==> src/nks_pkg.sv <==
// ----------------------------------------------------------------------------
// nks_pkg
// Shared types, constants and helper functions for the newest-entries
// name selector.
// ----------------------------------------------------------------------------
`default_nettype none

package nks_pkg;

  localparam int NAME_BYTES  = 24;
  localparam int NAME_W      = 8 * NAME_BYTES;
  localparam int STAMP_W     = 32;
  localparam int RANK_W      = 6;
  localparam int KEY_W       = STAMP_W + NAME_W;
  localparam int ENTRIES_DEF = 32;

  localparam logic OP_OFFER  = 1'b0;
  localparam logic OP_FINISH = 1'b1;

  typedef struct packed {
    logic        opcode;
    logic [63:0] name_bytes_0_7;
    logic [63:0] name_bytes_8_15;
    logic [63:0] name_bytes_16_23;
    logic [31:0] stamp;
  } req_t;

  typedef struct packed {
    logic [63:0]       out_bytes_0_7;
    logic [63:0]       out_bytes_8_15;
    logic [63:0]       out_bytes_16_23;
    logic [31:0]       out_stamp;
    logic [RANK_W-1:0] rank;
    logic              is_last;
    logic              empty_res;
  } rsp_t;

  // One table entry as kept in the memory.
  typedef struct packed {
    logic [NAME_W-1:0]  name;
    logic [STAMP_W-1:0] stamp;
  } entry_t;

  typedef enum logic [2:0] {
    ST_IDLE,
    ST_SCAN,
    ST_DRAIN,
    ST_DECIDE,
    ST_EMIT,
    ST_EMPTY
  } state_t;

  // Clear every byte from the first zero byte on; byte 0 is in the top bits.
  function automatic logic [NAME_W-1:0] canon_name(input logic [NAME_W-1:0] n);
    logic [NAME_W-1:0] r;
    logic              ended;
    ended = 1'b0;
    for (int i = 0; i < NAME_BYTES; i++) begin
      if (n[NAME_W-1-8*i -: 8] == 8'h00) ended = 1'b1;
      r[NAME_W-1-8*i -: 8] = ended ? 8'h00 : n[NAME_W-1-8*i -: 8];
    end
    return r;
  endfunction

  // Fold A..Z to a..z in every byte.
  function automatic logic [NAME_W-1:0] fold_name(input logic [NAME_W-1:0] n);
    logic [NAME_W-1:0] r;
    logic [7:0]        c;
    for (int i = 0; i < NAME_BYTES; i++) begin
      c = n[8*i +: 8];
      r[8*i +: 8] = (c >= 8'h41 && c <= 8'h5A) ? c + 8'h20 : c;
    end
    return r;
  endfunction

endpackage

`default_nettype wire

==> src/nks_ctrl.sv <==
// ----------------------------------------------------------------------------
// nks_ctrl
// Sequencer for offer scans, sort passes and result emission. Owns the
// fill count, the scan address and the rank counter.
// ----------------------------------------------------------------------------
`default_nettype none

module nks_ctrl
  import nks_pkg::*;
#(
  parameter int ENTRIES = ENTRIES_DEF,
  parameter int IDX_W   = (ENTRIES > 1) ? $clog2(ENTRIES) : 1,
  parameter int CNT_W   = $clog2(ENTRIES + 1)
) (
  input  wire logic             clk,
  input  wire logic             rst,
  input  wire logic             req_valid,
  output logic                  req_ready,
  input  wire logic             opcode,
  input  wire logic             match,
  input  wire logic             newer,
  input  wire logic             out_free,
  output logic                  load_in,
  output logic                  clr_acc,
  output logic                  rd_en,
  output logic [IDX_W-1:0]      rd_addr,
  output logic                  wr_en,
  output logic                  wr_use_min,
  output logic [IDX_W-1:0]      wr_addr,
  output logic                  emit,
  output logic                  emit_empty,
  output logic [RANK_W-1:0]     rank_out,
  output logic                  is_last
);

  state_t           state, state_next;
  logic [CNT_W-1:0] fill, fill_next;
  logic [IDX_W-1:0] addr, addr_next;
  logic [IDX_W-1:0] rank, rank_next;
  logic             sorting, sorting_next;
  logic             scan_last;
  logic             rank_last;

  assign scan_last = (CNT_W'(addr) + CNT_W'(1)) == fill;
  assign rank_last = (CNT_W'(rank) + CNT_W'(1)) == fill;
  assign rd_addr   = addr;
  assign wr_addr   = fill[IDX_W-1:0];
  assign rank_out  = RANK_W'(rank);
  assign is_last   = rank_last;

  // State and counter registers.
  always_ff @(posedge clk) begin
    if (rst) begin
      state   <= ST_IDLE;
      fill    <= '0;
      addr    <= '0;
      rank    <= '0;
      sorting <= 1'b0;
    end else begin
      state   <= state_next;
      fill    <= fill_next;
      addr    <= addr_next;
      rank    <= rank_next;
      sorting <= sorting_next;
    end
  end

  // Next state and datapath commands.
  always_comb begin
    state_next   = state;
    fill_next    = fill;
    addr_next    = addr;
    rank_next    = rank;
    sorting_next = sorting;
    req_ready    = 1'b0;
    load_in      = 1'b0;
    clr_acc      = 1'b0;
    rd_en        = 1'b0;
    wr_en        = 1'b0;
    wr_use_min   = 1'b0;
    emit         = 1'b0;
    emit_empty   = 1'b0;
    case (state)
      ST_IDLE: begin
        req_ready = 1'b1;
        if (req_valid) begin
          load_in   = 1'b1;
          clr_acc   = 1'b1;
          addr_next = '0;
          rank_next = '0;
          if (opcode == OP_FINISH) begin
            sorting_next = 1'b1;
            state_next   = (fill == '0) ? ST_EMPTY : ST_SCAN;
          end else begin
            sorting_next = 1'b0;
            state_next   = (fill == '0) ? ST_DECIDE : ST_SCAN;
          end
        end
      end
      ST_SCAN: begin
        rd_en = 1'b1;
        if (scan_last) begin
          state_next = ST_DRAIN;
        end else begin
          addr_next = addr + IDX_W'(1);
        end
      end
      ST_DRAIN: begin
        state_next = sorting ? ST_EMIT : ST_DECIDE;
      end
      ST_DECIDE: begin
        if (!match) begin
          if (fill < CNT_W'(ENTRIES)) begin
            wr_en     = 1'b1;
            fill_next = fill + CNT_W'(1);
          end else if (newer) begin
            wr_en      = 1'b1;
            wr_use_min = 1'b1;
          end
        end
        state_next = ST_IDLE;
      end
      ST_EMIT: begin
        if (out_free) begin
          emit = 1'b1;
          if (rank_last) begin
            fill_next  = '0;
            state_next = ST_IDLE;
          end else begin
            rank_next  = rank + IDX_W'(1);
            addr_next  = '0;
            clr_acc    = 1'b1;
            state_next = ST_SCAN;
          end
        end
      end
      ST_EMPTY: begin
        if (out_free) begin
          emit_empty = 1'b1;
          state_next = ST_IDLE;
        end
      end
      default: begin
        state_next = ST_IDLE;
      end
    endcase
  end

`ifndef SYNTHESIS
  // The table never holds more than its capacity.
  assert property (@(posedge clk) disable iff (rst) fill <= CNT_W'(ENTRIES))
    else $error("fill count above capacity");

  // Scans only touch filled entries.
  assert property (@(posedge clk) disable iff (rst) rd_en |-> CNT_W'(addr) < fill)
    else $error("scan beyond fill count");

  // The final result of a finish run empties the table.
  assert property (@(posedge clk) disable iff (rst) (emit && is_last) |=> fill == '0)
    else $error("table not emptied after finish");

  // A write never happens during a scan read or an emit.
  assert property (@(posedge clk) disable iff (rst) wr_en |-> !rd_en && !emit)
    else $error("write overlaps scan or emit");
`endif

endmodule

`default_nettype wire

==> config.mk <==
export PLATFORM = sky130hd
export DESIGN_NAME = nks_ctrl
export DESIGN_NICKNAME = d
export VERILOG_FILES = /design/src/nks_pkg.sv /design/src/nks_ctrl.sv
export SDC_FILE = /design/constraint.sdc
export NUM_CORES = 1
export LEC_CHECK = 0
export ABC_AREA = 1
export BUFFER_PORTS_ARGS = -buffer_cell sky130_fd_sc_hd__buf_4
export CORE_ASPECT_RATIO = 0.5
export CORE_MARGIN = 1.5
export CORE_UTILIZATION = 30
export DETAILED_ROUTE_END_ITERATION = 16
export GPL_ROUTABILITY_DRIVEN = 1
export PLACE_DENSITY_LB_ADDON = 0.08
export SYNTH_ARGS = -nofsm -noshare
export SYNTH_HDL_FRONTEND = slang
export SYNTH_SLANG_ARGS = --single-unit
export TNS_END_PERCENT = 5
==> constraint.sdc <==
create_clock -name clk -period 4.16 [get_ports clk]
set_clock_uncertainty 0.2 [all_clocks]
set_input_delay 0.624 -clock clk [delete_from_list [all_inputs] [get_ports clk]]
set_output_delay 0.624 -clock clk [all_outputs]
set_load 0.005 [all_outputs]
==> results.md <==
- Asr flop ratio synth: 0
- Setup ws final: 1.37 ns
- Most used flip-flop cell after synthesis: sky130_fd_sc_hd__dfxtp_1
- Busiest grt layer: met2
- Number of placement rows: 18
- TritonRoute pass-1 iters: 4
- Cell-by-cell trace of the critical path: ha_1, nand2_1, nand2_1, nor2_1, nand3_2, nor2_4, nand3_4, nand2_4, nand2_4, buf_4
- Horizontal die dimension: ~110 µm
- Met1 capacity usage during global routing: 0.241
- Share of the clock period used by the worst path after layout: 0.670
- Total negative setup slack: 0 ns
- Setup violators final: 0
- Slowest stage delay, CP: around 0.47 ns
- Via Count: between 1.5k and 2k
- Final net count: 301
- Core region area: between 5000 and 6000 µm²
- Post-CTS Setup Inserts: 0
- Weighted congestion at the end of routability-driven global placement: 0.907
- Hold buffer count at CTS: 0
- Run status: finished, final reports clean
- Total power divided by cell area: around 560 nW/µm²
- Crit end category: output port
- Antenna violations before repair: 0
- Count of mapped cells out of synthesis: around 260
- Worst-path clk slew: approximately 0.080 ns
- Fin Hold WS: about 0.28 ns
- Syn. warnings: 0
- Path type of the worst setup path: reg -> out
- Gates resized, CTS repair: 0
- CTS H-tree lvls: 1
- Slowest stage cell, crit path: sky130_fd_sc_hd__dfxtp_1
- Overall Global Routing Usage: 0.164
- Overflow after GRT: 0
- Launch instance of the worst register-to-register path: rd_addr[0]
- Synthesized Nets: between 200 and 300
- Met3 track demand over resource in global routing: 0.0381
- Post-DR vias/cell: between 4 and 5
- Die Footprint: 5850 µm²
- Yosys top cell area share: 0.248
- Number of inserted filler cells in the final layout: between 500 and 600
- Latest clock arrival within the worst-skew pair: approximately 0.27 ns
- Share of synthesized area occupied by flip-flops and latches: 0.248
- Most frequent cells in the layout: sky130_fd_sc_hd__nand2_1, sky130_fd_sc_hd__nor2_1, sky130_fd_sc_hd__inv_1, sky130_fd_sc_hd__buf_4, sky130_fd_sc_hd__nand3_1
- Post-synthesis sequential element count: 20
- Post-route DRC violation count: 0
- Routed Wire Length: around 4500 µm
- Timing-limited maximum frequency: 0.359 GHz
- M2 GR Usage: 0.253
- Detailed placement HPWL: between 3000 and 4000 µm
- Number of flops mapped to enable cells by yosys: 0
- Count of clock tree sinks: 20
- Launch point of the critical path: rank[0]
- Max rail drop VDD: ~0.27 mV
- Non-filler instance count after layout: about 360
- Number of inserted diodes: 0
- Largest area contributor in the synthesized netlist: sky130_fd_sc_hd__dfxtp_1
- RSZ-0062 raised after global routing: no
- Worst path arrival time: 1.96 ns
- Placement-stage worst setup slack: around 1.7 ns
- Layout overhead on the synthesized area: 19.2%
- Number of nets still failing antenna checks after routing: 0
- Initial detailed-routing violation count: 134
- Time the worst path needs with I/O delays and setup: between 2 and 3 ns
- Endpoint required time on the critical path: 3.34 ns
- Root cell of the clock tree: sky130_fd_sc_hd__clkbuf_8
- Number of maximum-capacitance violations: 0
- Area of combinational cells with multiple inputs: between 900 and 1000 µm²
- Initial core utilization: 0.319
- Final hold vios: 0
- Number of buffers on the longest clock path: 2
- Hold path startpoint: sorting
- Avg Inst Size Synth: between 6 and 7 µm²
- Leakage power: about 0.91 nW
- Netlist Area Pre-Place: between 1500 and 2000 µm²
- Average wire per standard cell: around 12 µm
- Share of cells above drive strength 1: 0.208
- Number of different library cells in the post-synthesis netlist: 32
- Path class of the lowest-slack min-delay path: reg -> reg
- Largest cells by area after synthesis: sky130_fd_sc_hd__dfxtp_1, sky130_fd_sc_hd__nand2_1, sky130_fd_sc_hd__nand3_1
- Max-slew violation total from the final report: 0
- Most common cell after layout, fill and taps aside: sky130_fd_sc_hd__nand2_1
- Clock tree from TritonCTS: yes
- Storage element area: 400 µm²
- Via count of the first global-routing pass: between 1k and 1.5k
- Category of the worst setup path launch point: register
- Crit path max fanout: 9
- First-pass GRT wire length: 7220 µm
- Die H: approximately 55 µm
- Largest net degree at the start of global routing: 13
- Total placed cells including tap cells: ~360
- Number of buffers created by CTS: 3
- Number of top-level pins: 32
- Number of port buffers: 30
-- layout make-up --
| cell class | count | share of cell area |
|---|---|---|
| Clock buffer | 4 | 0.0287 |
| Inverter | 39 | 0.0762 |
| Multi-Input combinational cell | 195 | 0.520 |
| Sequential cell | 20 | 0.208 |
| Tap cell | 70 | 0.0456 |
| Timing Repair Buffer | 31 | 0.121 |
-- through the flow --
stage | total power, mW | util | cell area (µm²)
2_1_floorplan | 0.728 | - | 1610
3_3_place_gp | 0.922 | 0.370 | 1870
3_5_place_dp | 0.922 | 0.370 | 1870
4_1_cts | 1.08 | 0.381 | 1920
5_1_grt | 1.18 | 0.381 | 1920
6_report | 1.08 | 0.381 | 1920
-- where the power goes --
group	total, mW	switching, mW	leakage, nW	internal, mW
clock	0.160	0.0750	0.0288	0.0846
sequential	0.325	0.0843	0.163	0.241
combinational	0.593	0.359	0.720	0.234
total	1.08	0.519	0.912	0.559
-- cells by family after synthesis --
logic type | count (synthesis) | synth area share
adders and majority gates | 4 | 0.0311
and+or+nand+nor | 163 | 0.491
xor gates and xnor gates | 2 | 0.0109
AOI/OAI and AO/OA | 25 | 0.0846
other | 1 | 0.00233
DFF | 20 | 0.248
buffers and inverters | 49 | 0.132
-- synthesized netlist by cell type (3+ instances only) --
cell type and count:
sky130_fd_sc_hd__a21oi_1 14, sky130_fd_sc_hd__buf_4 7, sky130_fd_sc_hd__nor2_1 32, sky130_fd_sc_hd__nand4_1 7, sky130_fd_sc_hd__nor2_4 3, sky130_fd_sc_hd__inv_2 7, sky130_fd_sc_hd__nand3_1 29, sky130_fd_sc_hd__dfxtp_1 20
sky130_fd_sc_hd__nand2_2 4, sky130_fd_sc_hd__o21ai_1 5, sky130_fd_sc_hd__nand2_1 72, sky130_fd_sc_hd__nor3_1 5, sky130_fd_sc_hd__ha_1 4, sky130_fd_sc_hd__inv_1 31
-- layer usage --
layer,share of wire,vias to the layer above,wire length [µm]
li1,-,886,-
met1,0.55,759,2470
met2,0.40,28,1790
met3,0.044,4,199
met4,0.0022,0,10
met5,0,-,0
-- path summary, 6_finish.rpt --
kind                      to  slack [ns]  cells after the start
hold reg to reg      sorting        0.28                      2
hold / removal       sorting        0.28                      2
setup / recovery     clr_acc        1.37                     10
setup reg to reg  rd_addr[0]        1.87                     12
-- worst max-delay path: cells and delay by family, from the launching register on --
kind	cells	cell delay, ns
adder cells (fa/ha/maj)	1	0.31
AND/OR/NAND/NOR	8	0.77
buffers and inverters	1	0.15
flip-flops	1	0.47
-- sequential cells by signal, indices dropped and copies added, names as in the netlist --
name and flops:
rd_addr 5, sorting 1, state 3, fill 6
rank 5
No activity file was read; power rests on OpenSTA's default activity.
